## src/hw/rtl/ssm_pkg.sv

```systemverilog
// Shared types and constants for the 3x3 stencil smoother.
// No dependencies; used by ssm_front, ssm_mac and the top level.
`timescale 1ns / 1ps
`default_nettype none
package ssm_pkg;

	localparam int MAX_WIDTH = 4096;
	localparam int ADDR_W    = $clog2(MAX_WIDTH);
	localparam int WIDTH_W   = 13;
	localparam int PIX_W     = 16;
	localparam int WEIGHT_W  = 18;
	localparam int SUM_W     = PIX_W + 2;
	localparam int PROD_W    = WEIGHT_W + SUM_W + 1;
	localparam int TOTAL_W   = PROD_W + 3;
	localparam int LINE_W    = 2 * PIX_W;
	localparam int PADDR_W   = 4;

	localparam logic [WIDTH_W-1:0] WIDTH_MIN   = WIDTH_W'(3);
	localparam logic [WIDTH_W-1:0] WIDTH_MAX   = WIDTH_W'(MAX_WIDTH);
	localparam logic [WIDTH_W-1:0] WIDTH_RESET = WIDTH_W'(16);

	localparam logic signed [WEIGHT_W-1:0] CORNER_RESET = WEIGHT_W'(3277);
	localparam logic signed [WEIGHT_W-1:0] EDGE_RESET   = WEIGHT_W'(6554);
	localparam logic signed [WEIGHT_W-1:0] CENTRE_RESET = WEIGHT_W'(26214);

	typedef enum logic [1:0] {
		REG_IMAGE_WIDTH   = 2'd0,
		REG_CORNER_WEIGHT = 2'd1,
		REG_EDGE_WEIGHT   = 2'd2,
		REG_CENTRE_WEIGHT = 2'd3
	} reg_idx_t;

	typedef struct packed {
		logic signed [WEIGHT_W-1:0] corner;
		logic signed [WEIGHT_W-1:0] edge_w;
		logic signed [WEIGHT_W-1:0] centre;
	} weights_t;

	typedef struct packed {
		logic [SUM_W-1:0] corners;
		logic [SUM_W-1:0] edges;
		logic [PIX_W-1:0] centre;
		logic             last;
	} taps_t;

endpackage
`default_nettype wire

```

## src/hw/rtl/ssm_mac.sv

```systemverilog
// Weighting, rounding and saturation stages plus the output register.
// Depends on ssm_pkg.
`timescale 1ns / 1ps
`default_nettype none
module ssm_mac (
	input  wire logic                        clk,
	input  wire logic                        arst_n,
	input  wire logic                        valid_s2,
	input  wire ssm_pkg::taps_t              taps_s2,
	output logic                             take_s2,
	input  wire ssm_pkg::weights_t           weights,
	output logic                             out_valid,
	input  wire logic                        out_ready,
	output logic [ssm_pkg::PIX_W-1:0]        out_data,
	output logic                             out_last
);

	localparam int PRW = ssm_pkg::PROD_W;
	localparam int TW  = ssm_pkg::TOTAL_W;
	localparam int PW  = ssm_pkg::PIX_W;

	logic                  go_out, go_s3;
	logic                  valid_s3, last_s3;
	logic signed [PRW-1:0] p_corner_s3, p_edge_s3, p_centre_s3;
	logic signed [PRW-1:0] p_corner, p_edge, p_centre;
	logic signed [TW-1:0]  total;
	logic [PW-1:0]         sat;

	assign go_out  = !out_valid || out_ready;
	assign go_s3   = !valid_s3 || go_out;
	assign take_s2 = go_s3;

	assign p_corner = weights.corner * $signed({1'b0, taps_s2.corners});
	assign p_edge   = weights.edge_w * $signed({1'b0, taps_s2.edges});
	assign p_centre = weights.centre * $signed({1'b0, taps_s2.centre});

	always_ff @(posedge clk or negedge arst_n) begin
		if (!arst_n) begin
			valid_s3 <= 1'b0;
		end else if (go_s3) begin
			valid_s3 <= valid_s2;
		end
	end

	always_ff @(posedge clk) begin
		if (valid_s2 && go_s3) begin
			p_corner_s3 <= p_corner;
			p_edge_s3   <= p_edge;
			p_centre_s3 <= p_centre;
			last_s3     <= taps_s2.last;
		end
	end

	// round half up, clamp to the unsigned sample range
	always_comb begin
		total = TW'(p_corner_s3) + TW'(p_edge_s3) + TW'(p_centre_s3) + TW'(32768);
		if (total[TW-1]) begin
			sat = '0;
		end else if (|total[TW-2:2*PW]) begin
			sat = '1;
		end else begin
			sat = total[2*PW-1:PW];
		end
	end

	always_ff @(posedge clk or negedge arst_n) begin
		if (!arst_n) begin
			out_valid <= 1'b0;
		end else if (go_out) begin
			out_valid <= valid_s3;
		end
	end

	always_ff @(posedge clk) begin
		if (valid_s3 && go_out) begin
			out_data <= sat;
			out_last <= last_s3;
		end
	end

endmodule
`default_nettype wire

```

## config.mk

```make
export PLATFORM = sky130hd
export DESIGN_NAME = ssm_mac
export DESIGN_NICKNAME = d
export VERILOG_FILES = /design/src/hw/rtl/ssm_pkg.sv /design/src/hw/rtl/ssm_mac.sv
export SDC_FILE = /design/constraint.sdc
export NUM_CORES = 2
export LEC_CHECK = 0
export BUFFER_PORTS_ARGS = -buffer_cell sky130_fd_sc_hd__buf_2
export CORE_UTILIZATION = 45
export CTS_BUF_LIST = sky130_fd_sc_hd__clkbuf_4
export DETAILED_ROUTE_END_ITERATION = 10
export HOLD_SLACK_MARGIN = 0.06
export PLACE_DENSITY_LB_ADDON = 0.1
export SLEW_MARGIN = 20
export SYNTH_ARGS = -nofsm -noshare
export SYNTH_HDL_FRONTEND = slang
export SYNTH_SLANG_ARGS = --single-unit
```

## constraint.sdc

```tcl
create_clock -name clk -period 4.07 [get_ports clk]
set_input_delay 0 -clock clk [delete_from_list [all_inputs] [get_ports clk]]
set_output_delay 0 -clock clk [all_outputs]
set_load 0.02 [all_outputs]
```

; ---- Word-level counts from Yosys, hierarchy flattened
; Cells that the tools add are included.
[word_totals]
ff_bits = 129
inputBits = 111
output_inout_bits = 19
wordCells = 22
[classes]
n_addsub = 3
multipliers = 3
n_mux = 1
reduce_logical = 7
[ops]
columns = operator, n
row1 = 18-bit by 19-bit multiplier with 37-bit output, 2
row2 = 39-bit by 17-bit adder with 40-bit output (second input constant), 1
row3 = 38-bit by 35-bit adder with 39-bit output, 1
row4 = 37-bit by 37-bit adder with 38-bit output, 1
row5 = 18-bit by 17-bit multiplier with 35-bit output, 1
row6 = 16-bit two-way mux, 1
row7 = 7-bit OR reduction, 1
row8 = 1-bit logical AND, 2
row9 = 1-bit logical NOT, 2
row10 = 1-bit logical OR, 2

; ---- Depth between registers and ports, before layout
[depth]
ltp_word = 5
mapped_depth = 25
mapped_depth_nobuf = 24

; ---- Least setup slack after synthesis
; OpenSTA, ideal clock, no wires.
[synth_path]
path_kind = input to register
from = in weights[28] in the netlist's numbering
to = reg p_edge_s3[36], data pin
setup_time_ps = 260
arrival_ps = 5885
required_ps = 3810
setup_slack_ps = -2075
cell_stages = 25
path_buffers = 2
cell_sequence = clkbuf_1 -> clkbuf_1 -> nand2_1 -> fa_1 -> inv_1 -> fa_1 -> inv_1 -> fa_1 -> inv_1 -> fa_1 -> fa_1 -> inv_1 -> fa_1 -> inv_1 -> ha_1 -> a21oi_1 -> o21ai_0 -> o22ai_1 -> a211oi_2 -> nand2_1 -> a211oi_1 -> nor3_1 -> o41ai_1 -> a21oi_1 -> xnor2_1
[synth_via]
elab_chain_cells = 1
[synth_lines]
columns = element, line
row1 = from (decl), ssm_mac.sv:11  ; input wire ssm_pkg::weights_t weights,
row2 = 18-bit by 19-bit multiplier with 37-bit output, ssm_mac.sv:34  ; assign p_edge = weights.edge_w * $signed({1'b0, taps_s2.edges});
row3 = named net p_edge[36], ssm_mac.sv:25  ; logic signed [PRW-1:0] p_corner, p_edge, p_centre;
row4 = to (signal assigned), ssm_mac.sv:48  ; p_edge_s3 <= p_edge;
row5 = to (decl), ssm_mac.sv:24  ; logic signed [PRW-1:0] p_corner_s3, p_edge_s3, p_centre_s3;
; The timed path passes the listed nets, and every way through them passes these cells.
; A chain may end at the register's enable or synchronous reset.

; ---- Worst setup path after layout
[layout_path]
from = in weights[24] in the netlist's numbering
to = reg p_edge_s3[28], data pin
; Same word-level chain as after synthesis.

==> impl_metrics.env <==
export IMPL_status="finished, violations left"
export IMPL_violations="setup timing"
export IMPL_synthFlopType="edfxtp_1"
export IMPL_clkSlewWorstSetupHoldPaths_ns=0.12
export IMPL_wl_per_cell_um=16.51
export IMPL_layout_drive_gt1_share_pct=27.29
export IMPL_synth_nets=5484
export IMPL_relSlewSlack_pct=47.67
export IMPL_grtUsageTotal_pct=23.18
export IMPL_cts_num_sinks=129
export IMPL_viasPerCell=4.879
export IMPL_cts_buffers=17
export IMPL_final_min_clock_period_ns=5.259
export IMPL_hold_path_startpoint="weights[18]"
export IMPL_cts_htree_levels=4
export IMPL_drc=0
export IMPL_skew_ns=0.04168
export IMPL_nets=6135
export IMPL_synth_distinct_cells=63
export IMPL_placed_cells=5763
export IMPL_hp_class="in2reg"
export IMPL_synth_edf_count=127
export IMPL_yosys_warnings=0
export IMPL_r2r_start="p_edge_s3[4]"
export IMPL_hold_path_end="p_edge_s3[0]"
export IMPL_grt_overflow_total=0
export IMPL_ctsRootBufferMaster="clkbuf_4"
export IMPL_r2r_cells=15
export IMPL_crit_start="weights[24]"
export IMPL_cts_tree="yes"
export IMPL_fmaxAchievable_ghz=0.1901
export IMPL_cp_required_ns=4.41
export IMPL_insertion_delay_ns=0.61
export IMPL_drtIter0Drc=1185
export IMPL_grt_pass1_wl_mm=164.1
export IMPL_postSynthCellCount=4104
export IMPL_antenna_found_initial=1
export IMPL_avgSynthCellArea_um2=9.534
export IMPL_clock_path_buffers=2
export IMPL_post_route_period_util_pct=129.2
export IMPL_totalWireLength_mm=97.60
export IMPL_cp_start_kind="primary input"
export IMPL_final_hold_violation_count=0
export IMPL_dr_pass1_iters=5
export IMPL_start_util_pct=45.67
export IMPL_grt_pass1_vias=31798
export IMPL_fin_ws_ns=-1.189
export IMPL_maxCapViolCount=0
export IMPL_hold_depth=5
export IMPL_async_flop_share_pct=1.550
export IMPL_end_kind="flop"
export IMPL_tightest_slew_ns=0.7850
export IMPL_reg2reg_to="out_data[1]"
export IMPL_dp_hpwl_mm=83.14
export IMPL_cp_arrival_ns=5.60
export IMPL_tns_ns=-49.91
export IMPL_setup_violations=88
export IMPL_die_x_um=296.9
export IMPL_fp_dieH_um=296.9
export IMPL_crit_fanout=5
export IMPL_dieArea_um2=88130
export IMPL_path_class="in2reg"
export IMPL_core_um2=85680
export IMPL_r2r_setup_slack_ns=-0.06
export IMPL_final_cell_mix="inv_1, fa_1, buf_4"
export IMPL_vias=28849
export IMPL_worst_hold_slack_ns=0.1078
export IMPL_io_pins=130
export IMPL_place_congestion=0.8910
export IMPL_grt_max_degree=50
export IMPL_rsz0062_at_grt="yes"
export IMPL_instances_no_fill=5913
export IMPL_syn_cell_area_um2=39130
export IMPL_area_growth_pct=27.85
export IMPL_num_rows=107
export IMPL_port_buffers=129
export IMPL_ys_seq_elements=129
export IMPL_drv_slew=0
export IMPL_ant_nets=0
export IMPL_layout_commonest_cell="inv_1"
export IMPL_ys_seq_area_share_pct=9.874
==> cell families after synthesis <==
| family | Yosys count | synth area share, % |
|---|---|---|
| buffers and inverters | 1119 | 10.75 |
| AND/OR/NAND/NOR | 1183 | 15.28 |
| flip-flops | 129 | 9.874 |
| multiplexers | 1 | 0.02558 |
| AO/OA/AOI/OAI | 298 | 5.004 |
| XOR/XNOR | 105 | 2.350 |
| adder cells (fa/ha/maj) | 1269 | 56.71 |
==> area by class of cell <==
cell class,instances,area (um2)
diodes,1,2.502
clock buffers,18,135.1
clock inverters,14,180.2
fillers,7525,35660
inverters,994,3731
multi-input cells,2856,33590
flip-flops and latches,129,3864
well taps,1144,1431
repair buffers,757,7088
==> state kept, by name (all words and copies together), names as in the netlist <==
register and count:
last_s3 1, out_data 16, out_last 1, out_valid 1
p_centre_s3 35, p_corner_s3 37, p_edge_s3 37, valid_s3 1
==> timing repair <==
action / CTS / global route
resized for setup: 583 / 230
setup buffers: 104 / 45
hold endpoints to repair: 13 / 0
gates cloned: 10 / 2
endpoints found under the setup margin: 91 / 91
hold buffers: 12 / 0
pin swaps: 288 / 228
==> cells in the mapped netlist, types with 33 or more instances <==
cell type	number	area, um2
xor2_1	33	289.0
ha_1	428	5355
nand2_1	483	1813
o21ai_0	40	200.2
xnor2_1	72	630.6
a21o_1	42	315.3
edfxtp_1	127	3814
nor2_1	73	274.0
fa_1	841	16840
clkbuf_1	124	465.5
and2_1	471	2947
a21oi_1	103	515.5
inv_1	994	3731
==> routing by layer <==
metal	vias to the layer above	GRT usage (%)	routed length, um
li1	13633	-	-
met5	-	0	0
met1	14697	31.72	44100
met4	0	4.087	1756
met2	434	40.45	49230
met3	85	1.997	2504
==> per-stage QoR <==
step           util (%)  area, um2  setup slack [ns]
2_1_floorplan         -      40530            -1.506
3_3_place_gp      53.13      45520            -1.983
3_5_place_dp      53.13      45520            -1.972
4_1_cts           57.23      49040            -1.102
5_1_grt           58.38      50020            -1.364
6_report          58.38      50020            -1.189
==> worst max-delay path by stage <==
stage | endpoint | slack [ns] | depth (start not counted)
finish | p_edge_s3[28] | -1.19 | 24
CTS | p_centre_s3[33] | -1.10 | 25
detailed placement | p_edge_s3[36] | -1.97 | 22
floorplan | p_edge_s3[36] | -1.51 | 25
global placement | p_edge_s3[33] | -1.98 | 23
global route | p_corner_s3[36] | -1.36 | 24
==> worst max-delay path: stages <==
cell and delay, ns:
buf_12 0.11, and2_4 0.15, fa_1 0.54, inv_2 0.04
fa_1 0.47, fa_1 0.51, fa_1 0.54, inv_1 0.06
fa_1 0.51, inv_2 0.04, fa_1 0.52, inv_2 0.05
ha_4 0.22, a21o_1 0.18, a21oi_4 0.17, nor3b_4 0.26
a211oi_4 0.11, buf_4 0.15, a211o_1 0.29, a21oi_2 0.16
o21bai_1 0.10, a21o_1 0.19, a21oi_2 0.14, xnor2_1 0.07
Power is left out: the tool's default activity adds up to more than one toggle a clock period on the data nets, which glitch-free logic cannot reach.
